**src/icdf_pkg.sv**
```systemverilog
package icdf_pkg;

  // width of the entry count register and of the search bounds
  localparam int unsigned CNT_W = 11;
  // width of the halving step counter
  localparam int unsigned STEP_W = 4;
  // fixed payload widths
  localparam int unsigned IDX_W = 10;
  localparam int unsigned PROB_W = 16;
  localparam int unsigned UNI_W = 16;
  localparam int unsigned IN_DATA_W = 48;
  localparam int unsigned OUT_DATA_W = 16;

  // defaults for the top level parameters
  localparam int unsigned DEF_MAX_ENTRIES = 1024;
  localparam int unsigned DEF_PROB_BITS = 16;

  // reset value of the entry count register
  localparam logic [CNT_W-1:0] ACTIVE_RESET = 11'd1024;

  // item kinds carried on tuser
  localparam logic KIND_LOAD = 1'b0;
  localparam logic KIND_DRAW = 1'b1;

  // search bounds and current midpoint
  typedef struct packed {
    logic [CNT_W-1:0] lo;
    logic [CNT_W-1:0] hi;
    logic [CNT_W-1:0] mid;
  } bounds_t;

  // number of halving steps: bit length of the entry count
  function automatic logic [STEP_W-1:0] bit_len(input logic [CNT_W-1:0] n);
    logic [STEP_W-1:0] len;
    len = '0;
    for (int i = 0; i < CNT_W; i++) begin
      if (n[i]) len = STEP_W'(i + 1);
    end
    return len;
  endfunction

endpackage

```
**src/icdf_step.sv**
```systemverilog
module icdf_step #(
  parameter int unsigned CUM_W = icdf_pkg::DEF_PROB_BITS + $clog2(icdf_pkg::DEF_MAX_ENTRIES)
) (
  input  icdf_pkg::bounds_t                cur_i,
  input  logic [CUM_W-1:0]                 cdf_i,
  input  logic [icdf_pkg::UNI_W-1:0]       uni_i,
  output icdf_pkg::bounds_t                nxt_o
);

  localparam int unsigned CMP_W = CUM_W + icdf_pkg::UNI_W;

  logic [CMP_W-1:0]             cdf_ext;
  logic [CMP_W-1:0]             uni_ext;
  logic                         move_lo;
  logic [icdf_pkg::CNT_W:0]     sum;

  // compare cumulative value at the midpoint with the fraction
  assign cdf_ext = CMP_W'(cdf_i);
  assign uni_ext = CMP_W'(uni_i);
  assign move_lo = (cdf_ext <= uni_ext);

  // halve the range and form the next midpoint
  always_comb begin
    nxt_o.lo  = move_lo ? cur_i.mid : cur_i.lo;
    nxt_o.hi  = move_lo ? cur_i.hi : cur_i.mid;
    sum       = {1'b0, nxt_o.lo} + {1'b0, nxt_o.hi};
    nxt_o.mid = sum[icdf_pkg::CNT_W:1];
  end

endmodule
```
**config.mk**
```make
export PLATFORM = sky130hd
export DESIGN_NAME = icdf_step
export DESIGN_NICKNAME = d
export VERILOG_FILES = /design/src/icdf_pkg.sv /design/src/icdf_step.sv
export SDC_FILE = /design/constraint.sdc
export NUM_CORES = 1
export LEC_CHECK = 0
export BUFFER_PORTS_ARGS = -buffer_cell sky130_fd_sc_hd__buf_2
export CORE_UTILIZATION = 40
export DETAILED_ROUTE_END_ITERATION = 12
export PLACE_DENSITY = 0.85
export SYNTH_ARGS = -nofsm -noshare
export SYNTH_HDL_FRONTEND = slang
export SYNTH_SLANG_ARGS = --single-unit
```
**constraint.sdc**
```tcl
create_clock -name vclk -period 5.15
set_clock_uncertainty 0.1 [all_clocks]
set_input_delay 0.2575 -clock vclk [all_inputs]
set_output_delay 0.2575 -clock vclk [all_outputs]
set_load 0.02 [all_outputs]
```
==> results.txt, run 1 <==
----------------------------------------------------
[Logic synthesis]
  Cell type with the largest total area after synthesis ... ha_1
  Number of distinct library cell variants in the gate-level netlist after synthesis ... 44
  Synthesized-area fraction occupied by and/or/nand/nor cells ... 16.9%
  Synthesis warning total ... 0
  Mux contribution to synthesized area ... 21.8%
  Number of instances in the synthesized netlist ... 147
  Adder-cell area share of the yosys netlist ... 29.4%
  Portion of the post-synthesis area used by sequential elements ... 0%
  Top cell type's share of synthesized area ... 25.3%
  Net count of the mapped netlist ... 248
  Synth top area cells ... ha_1 (25%), mux2_2 (20%), inv_1 (5.5%)
  Avg Inst Size Synth ... 8.42 um2
  Share of the synthesized netlist area taken by xor and xnor gates ... 7.08%
  Post-synthesis instance area ... 0.00124 mm2
  Compound-cell area share of the yosys netlist ... 18.5%
  Dominant combinational cell family by area after synthesis ... adder cells

[Cells and area]
  Final Net Count ... 359
  Count of clock buffers in the final design ... 0
  Reg area ... 0 um2
  Share of layout cells above drive strength 1 ... 57.4%
  Number of cells in the finished layout apart from fillers ... 287
  Most common cell after layout, fill and taps aside ... buf_2
  Leading cell types in the layout, fill and taps excluded ... buf_2 (108), ha_1 (25), mux2_2 (22), inv_1 (18), a21oi_1 (8)
  Seq_cells ... 0
  Ant diodes ... 0
  Synthesis-to-layout area growth ... 49.2%

[Setup path]
  Crit-path max FO ... 12
  Critical path's largest stage delay ... 550 ps
  Data arrival time of the worst path ... 4430 ps
  Endpoint kind of the worst setup timing path ... primary output
  Data required, critical path ... 4790 ps
  Critical path's top delay family ... compound AO/OA/AOI/OAI gates
  Cell with the largest stage delay on the worst path ... or4_1
  Crit start category ... primary input
  Top cell by count, worst path ... buf_2
  Worst path cell trace ... buf_2 -> or4_1 -> nor4_2 -> nor3_2 -> a211oi_4 -> mux2_1 -> ha_1 -> a31o_2 -> a21o_1 -> maj3_1 -> mux2_2 -> a21boi_1 -> o21a_1 -> xnor2_1 -> buf_2
  Path type of the worst setup path ... in2out
  Worst Path Buf+Inv ... 2

[Min path]
  Min-delay worst type ... in2out
  Hold depth ... 3
  Sink of the worst hold path ... nxt_o[17]
  Worst min-delay path startpoint ... cur_i[17]

[Drt]
  Top layer in use ... met3
  DRC errors left ... 9
  Mean number of vias per cell ... 5.30
  Average wire per cell in the routed design ... 11.8 um
  Met3 Routed Length ... 252 um
  Number of design-rule violations left by the first detailed-router iteration ... 31
  Pre-Repair DR Iteration Count ... 8
  ANT nets after route ... 0
  Final WL ... 3390 um
  DRT met1 WL ... 1290 um
  Met2 layer wire length in the routed design ... 1850 um
  Count of vias placed by the detailed router ... 1522

[STA]
  Endpoints failing setup ... 0
  RSZ-0062 raised after global routing ... no
  Worst hold slack ... 786 ps
  Highest Clock Rate ... 0.209 GHz
  Min Clock Period, post-route ... 4790 ps
  PnR worst setup slack ... 358 ps
  Accumulated negative setup slack ... 0 ps
  Max-slew headroom ... 34.6%
  Portion of the clock cycle consumed by the worst path in the final layout ... 93.0%
  Transition at the pin with the smallest max-transition slack ... 979 ps
  Final Slew Violations ... 0
  Final number of hold-violating endpoints ... 0

[Global routing]
  Global-route wire length before repair ... 5640 um
  All-Layer GR Usage ... 20.5%
  Pin count of the biggest net entering global routing ... 13
  Leftover overflow at the end of global routing ... 0
  Number of global-route vias before repair ... 1456
  Antenna violations before repair ... 0

[Die]
  Width of the die ... 57.6 um
  I/O Pins ... 108
  Core Region ... 0.00285 mm2
  Row count ... 19
  Initial cell density of the core ... 43.4%
  Full die area ... 0.00332 mm2
  DIE HEIGHT ... 57.6 um

[Status]
  Status ... complete, but fails checks
  Violated checks ... design-rule violations

[Place]
  Port bufs ... 108
  Weighted congestion reported at the end of routability-driven placement ... 0.781
  Cell total after placement ... 286
  Place WS ... -6.65 ps
  Half-perimeter wire length after placement ... 2950 um

[Power and ir drop]
  Leak pwr ... 1.02 nW
  Sum of internal, switching and leakage power ... 0.190 mW
  Power density of the placed cells ... 103 mW/mm2
  IR drop worst, VDD ... 45.8 uV

[Job]
  Reported max-cap violation count ... 0

[Clock tree]
  Post-CTS Hold Fix Bufs ... 0

----------------------------------------------------
per-layer routing:
metal,GRT usage (%),up-vias
met5,0,-
met4,0,0
met3,1.34,0
met2,44.2,66
met1,22.5,677
li1,-,779
area by class of cell:
type | instances | area (um2)
fill | 255 | 1010
timing repair buffer | 110 | 556
multi-input combinational | 128 | 1180
inverter | 18 | 67.6
tap | 31 | 38.8
what timing repair did:
item,4_1_cts,5_1_grt
gates resized for setup,0,1
pin swaps,1,0
gates cloned,1,0
buffers inserted,0,0
endpoints found under the setup margin,1,1
worst max path at each step:
stage	from	endpoint	cells after the start
finish	cdf_i[19]	nxt_o[8]	15
global placement	cdf_i[19]	nxt_o[8]	15
CTS	cdf_i[22]	nxt_o[8]	15
floorplan	cdf_i[19]	nxt_o[8]	15
detailed placement	cdf_i[19]	nxt_o[8]	15
global route	uni_i[5]	nxt_o[8]	18
cells in the mapped netlist (3+ instances only):
cell      number
mux2_2        22
inv_1         18
o21ai_0        3
nand2_1        5
xnor2_1        7
xor2_1         3
a21oi_1        8
ha_1          25
nor3_1         3
nand4_1        4
a211oi_1       3
a21o_1         4
nand3_1        3
metrics by stage:
step | util, % | area [um2]
CTS | 64.6 | 1840
global route | 64.7 | 1850
global placement | 64.1 | 1830
floorplan | - | 1240
finish | 64.7 | 1850
detailed placement | 64.1 | 1830
kinds of logic after synthesis:
kind of cell	Yosys count
adders and majority gates	29
xor gates and xnor gates	10
and+or+nand+nor	32
AOI/OAI and AO/OA	32
muxes	24
buffers and inverters	20
report_power, final:
group          switching (mW)  internal (mW)  total (mW)  leakage (nW)
Sequential                  0              0           0             0
Clock                       0              0           0             0
Combinational           0.103         0.0866       0.190          1.02
Total                   0.103         0.0866       0.190          1.02
Note: power is estimated with default switching activity, not from simulation.
==> run 2: changes to the inputs <==
- ABC_AREA: unset -> 1
- CORE_UTILIZATION: 40 -> 42
- PLACE_DENSITY: 0.85 -> 0.86
==> run 2 against run 1 <==
The run now ends clean. Synthesized cell count rose by 62%. Via count up 20%. Combinational power about the same. Die area grew 6.0%. Global-route usage grew 0.39 points. Setup slack improved by 1200 ps. Flip-flop and latch count stayed put. Sequential share of layout area unchanged. Final area increased by 5.7%. Critical path type unchanged. Largest cell class unchanged. Largest power group unchanged.
==> results.txt, run 2 <==
----------------------------------------------------
[Drt]
  Number of design-rule violations left by the first detailed-router iteration ... 49
  Count of vias placed by the detailed router ... 1825
  Pre-Repair DR Iteration Count ... 4
  DRC errors left ... 0
  Average wire per cell in the routed design ... 9.58 um
  Final WL ... 3700 um
  Mean number of vias per cell ... 4.73
  ANT nets after route ... 0

[Global routing]
  All-Layer GR Usage ... 20.9%
  Global-route wire length before repair ... 6000 um
  Antenna violations before repair ... 0
  Pin count of the biggest net entering global routing ... 40
  Number of global-route vias before repair ... 1650
  Leftover overflow at the end of global routing ... 0

[Power and ir drop]
  Switching power ... 0.113 mW
  Switching fraction of total power ... 58.9%
  Sequential share of power ... 0%
  Internal power ... 0.0792 mW
  Power density of the placed cells ... 98.7 mW/mm2
  Leak pwr ... 1.24 nW
  IR drop worst, VDD ... 37.7 uV
  Relative contribution of combinational cells to total power ... 100.0%
  Portion of total power attributed to the clock network ... 0%

[Status]
  Status ... complete, no violations

[STA]
  Final number of hold-violating endpoints ... 0
  RSZ-0062 raised after global routing ... no
  Max-slew headroom ... 74.5%
  Endpoints failing setup ... 0
  Min Clock Period, post-route ... 3570 ps
  Highest Clock Rate ... 0.280 GHz
  Accumulated negative setup slack ... 0 ps
  Portion of the clock cycle consumed by the worst path in the final layout ... 69.3%
  Transition at the pin with the smallest max-transition slack ... 382 ps
  Final Slew Violations ... 0

[Setup path]
  Endpoint kind of the worst setup timing path ... primary output
  Data arrival time of the worst path ... 3210 ps
  Crit start category ... primary input
  Crit-path max FO ... 39
  Path type of the worst setup path ... in2out
  Data required, critical path ... 4790 ps

[Cells and area]
  Count of clock buffers in the final design ... 0
  Reg area ... 0 um2
  Synthesis-to-layout area growth ... 41.4%
  Most common cell after layout, fill and taps aside ... buf_2
  Final core area utilization ... 63.4%
  Final Net Count ... 445
  Leading cell types in the layout, fill and taps excluded ... buf_2 (108), nand2_1 (55), inv_1 (49), ha_1 (25), a21oi_1 (20)
  Count of filler cells inserted in the layout ... 308
  Ant diodes ... 0
  Seq_cells ... 0
  Footprint of the multi-input gates ... 0.00117 mm2
  Share of layout cells above drive strength 1 ... 40.1%

[Min path]
  Min-delay worst type ... in2out

[Job]
  Reported max-cap violation count ... 0

[Place]
  Port bufs ... 108
  Weighted congestion reported at the end of routability-driven placement ... 0.905
  Half-perimeter wire length after placement ... 3360 um

[Logic synthesis]
  Net count of the mapped netlist ... 339
  Synthesis warning total ... 0
  Synth top area cells ... ha_1 (23%), nand2_1 (15%), inv_1 (13%)
  Most frequent cell after synthesis ... nand2_1
  Cell type with the largest total area after synthesis ... ha_1
  Number of instances in the synthesized netlist ... 238
  Post-synthesis instance area ... 0.00138 mm2
  Portion of the post-synthesis area used by sequential elements ... 0%
  Number of distinct library cell variants in the gate-level netlist after synthesis ... 29
  Synth top cells by count ... nand2_1 (55), inv_1 (49), ha_1 (25)
  Top cell type's share of synthesized area ... 22.7%
  Avg Inst Size Synth ... 5.80 um2

[Clock tree]
  Post-CTS Hold Fix Bufs ... 0
  Number of buffers inserted by post-CTS setup repair ... 0
  Quantity of gates resized following cts ... 0

[Die]
  I/O Pins ... 108
  Full die area ... 0.00352 mm2
  Row count ... 20
  Width of the die ... 59.3 um
  Initial cell density of the core ... 44.8%
  Core Region ... 0.00308 mm2
  DIE HEIGHT ... 59.3 um

----------------------------------------------------
run 2: logic make-up after synthesis:
logic type | count (synthesis) | synth area share, %
AOI/OAI and AO/OA | 33 | 13.4
adders and majority gates | 26 | 24.1
xor gates and xnor gates | 5 | 3.17
and+or+nand+nor | 114 | 39.1
muxes | 6 | 4.90
buffers and inverters | 54 | 15.3
run 2: layout make-up:
class	count	share of cell area, %
inverters	50	9.62
multi-input cells	184	59.9
well taps	44	2.82
repair buffers	108	27.7
run 2: through the flow:
step                hold slack (ps)  power (mW)  area, um2  std cells  setup slack (ps)
floorplan                       581       0.124       1380        238              1660
global placement                779       0.188       1950        386              1680
detailed placement              778       0.192       1950        386              1600
CTS                             780       0.193       1950        386              1590
global route                    797       0.216       1950        386              1280
finish                          780       0.193       1950        386              1580
run 2: power groups by stage:
stage | clock (mW) | sequential (mW) | combinational, mW
final | 0 | 0 | 0.193
after global routing | 0 | 0 | 0.216
after detailed placement | 0 | 0 | 0.192
after floorplan | 0 | 0 | 0.124
after CTS | 0 | 0 | 0.193
after global placement | 0 | 0 | 0.188
run 2: worst max-delay path, stage by stage:
cell and delay (ps):
buf_2 80, inv_1 30, ha_1 280, nand2_1 70, nor2_1 190, nand2_1 90
nor2_1 120, nand2_2 120, nand2_4 320, mux2_2 400, ha_1 380, inv_1 110
o21ai_1 250, inv_1 70, nand2_1 60, nand2_1 60, nand3_1 70, nand2_1 50
nand2_1 50, buf_2 160
run 2: metal layers:
metal / GRT usage [%] / wire [um] / vias up
met5: 0 / 0 / -
met3: 0.873 / 277 / 8
li1: - / - / 972
met4: 4.08 / 61 / 0
met1: 23.1 / 1590 / 762
met2: 42.9 / 1780 / 83
run 2: worst paths after layout:
| path | startpoint | end | slack, ps | depth (start not counted) |
|---|---|---|---|---|
| setup / recovery | uni_i[9] | nxt_o[8] | 1580 | 20 |
| hold / removal | cur_i[0] | nxt_o[22] | 780 | 4 |
==> run 3: changes to the inputs <==
- clock period: 5.15 -> 3.5 ns (I/O delays scaled with it)
==> run 3 against run 2 <==
Critical endpoint is now nxt_o[7]. Wire length fell by 1.4%. Via count fell by 0.44%. Highest routed layer unchanged. Non-clock buffer count grew 1. Critical path depth up 1. Setup slack got worse by 1400 ps.
==> results.txt, run 3 (synthesized netlist as in run 2, its figures left out) <==
----------------------------------------------------
[Status]
  Status ... complete, no violations

[Clock tree]
  Number of buffers inserted by post-CTS setup repair ... 0
  Post-CTS Hold Fix Bufs ... 0
  Quantity of gates resized following cts ... 0

[Drt]
  Number of design-rule violations left by the first detailed-router iteration ... 30
  Count of vias placed by the detailed router ... 1817
  Mean number of vias per cell ... 4.70
  DRC errors left ... 0
  ANT nets after route ... 0
  Pre-Repair DR Iteration Count ... 5
  Final WL ... 3650 um
  Average wire per cell in the routed design ... 9.43 um

[STA]
  Accumulated negative setup slack ... 0 ps
  Endpoints failing setup ... 0
  Worst hold slack ... 616 ps
  Min Clock Period, post-route ... 3270 ps
  Portion of the clock cycle consumed by the worst path in the final layout ... 93.4%
  Final Slew Violations ... 0
  Final number of hold-violating endpoints ... 0
  RSZ-0062 raised after global routing ... no
  Highest Clock Rate ... 0.306 GHz
  Transition at the pin with the smallest max-transition slack ... 270 ps
  Max-slew headroom ... 81.8%
  PnR worst setup slack ... 230 ps

[Die]
  Full die area ... 0.00352 mm2
  Initial cell density of the core ... 44.8%
  Core Region ... 0.00308 mm2
  Width of the die ... 59.3 um
  Row count ... 20
  I/O Pins ... 108
  DIE HEIGHT ... 59.3 um

[Cells and area]
  Ant diodes ... 0
  Count of filler cells inserted in the layout ... 306
  Reg area ... 0 um2
  Synthesis-to-layout area growth ... 43.3%
  Share of layout cells above drive strength 1 ... 40.8%
  Number of cells in the finished layout apart from fillers ... 387
  Most common cell after layout, fill and taps aside ... buf_2
  Leading cell types in the layout, fill and taps excluded ... buf_2 (108), nand2_1 (55), inv_1 (49), ha_1 (24), a21oi_1 (20)
  Final Net Count ... 446
  Count of clock buffers in the final design ... 0
  Seq_cells ... 0
  Footprint of the multi-input gates ... 0.00118 mm2

[Setup path]
  Endpoint kind of the worst setup timing path ... primary output
  Worst setup endpoint ... nxt_o[7]
  Data required, critical path ... 3220 ps
  Crit start category ... primary input
  CP startpoint ... cdf_i[9]
  Data arrival time of the worst path ... 2990 ps
  Path type of the worst setup path ... in2out
  Crit-path max FO ... 20

[Min path]
  Min-delay worst type ... in2out
  Hold depth ... 4

[Place]
  Port bufs ... 108
  Weighted congestion reported at the end of routability-driven placement ... 0.877
  Place WS ... 213 ps
  Half-perimeter wire length after placement ... 3340 um
  Cell total after placement ... 387

[Global routing]
  Number of global-route vias before repair ... 1593
  All-Layer GR Usage ... 20.8%
  Pin count of the biggest net entering global routing ... 21
  Leftover overflow at the end of global routing ... 0
  Antenna violations before repair ... 0
  Global-route wire length before repair ... 6030 um

[Power and ir drop]
  Leak pwr ... 1.25 nW
  IR drop worst, VDD ... 51.1 uV
  Power density of the placed cells ... 144 mW/mm2
  Sum of internal, switching and leakage power ... 0.284 mW

[Job]
  Reported max-cap violation count ... 0

----------------------------------------------------
## run 3: changes by cell type in the layout (fill, tap and decap cells not counted), sizes merged
cell / change
buf: +1
## run 3: layout make-up
type                            instances  share of cell area (%)
Multi-Input combinational cell        184                    59.8
Timing Repair Buffer                  109                    27.9
Inverter                               50                    9.49
Tap cell                               44                    2.78
## run 3: worst min path at each step
stage	endpoint	start
final	nxt_o[22]	cur_i[0]
after global routing	nxt_o[32]	cur_i[10]
after CTS	nxt_o[22]	cur_i[0]
after detailed placement	nxt_o[22]	cur_i[0]
after global placement	nxt_o[22]	cur_i[0]
after floorplan	nxt_o[22]	cur_i[0]
## run 3: power by group
part           total [mW]  switching, mW  internal [mW]  leakage, nW
clock                   0              0              0            0
sequential              0              0              0            0
combinational       0.284          0.167          0.117         1.25
total               0.284          0.167          0.117         1.25
## run 3: stage by stage
step / util, % / cell area [um2]
floorplan: - / 1380
CTS: 63.7 / 1960
global placement: 63.7 / 1960
global route: 64.3 / 1980
detailed placement: 63.7 / 1960
finish: 64.3 / 1980
## run 3: metal layers
metal | vias to the layer above | track usage, % | routed length, um
met3 | 6 | 1.09 | 302
li1 | 967 | - | -
met4 | 0 | 3.40 | 48
met1 | 769 | 24.1 | 1520
met2 | 75 | 41.6 | 1780
met5 | - | 0 | 0
## run 3: worst max-delay path: stages
cell and delay [ps]:
buf_2 110, ha_1 280, nand2_1 70, nor2_1 180
nand2_1 80, nor2_1 120, nand2_2 140, nand2_8 180
mux2_2 390, fa_1 470, nand2_1 80, nand2_1 60
nand2_2 60, nand2_2 60, nand3_2 60, nand2_2 70
nand2_1 80, nand2_1 50, nand2_1 60, nand2_1 50
buf_2 150
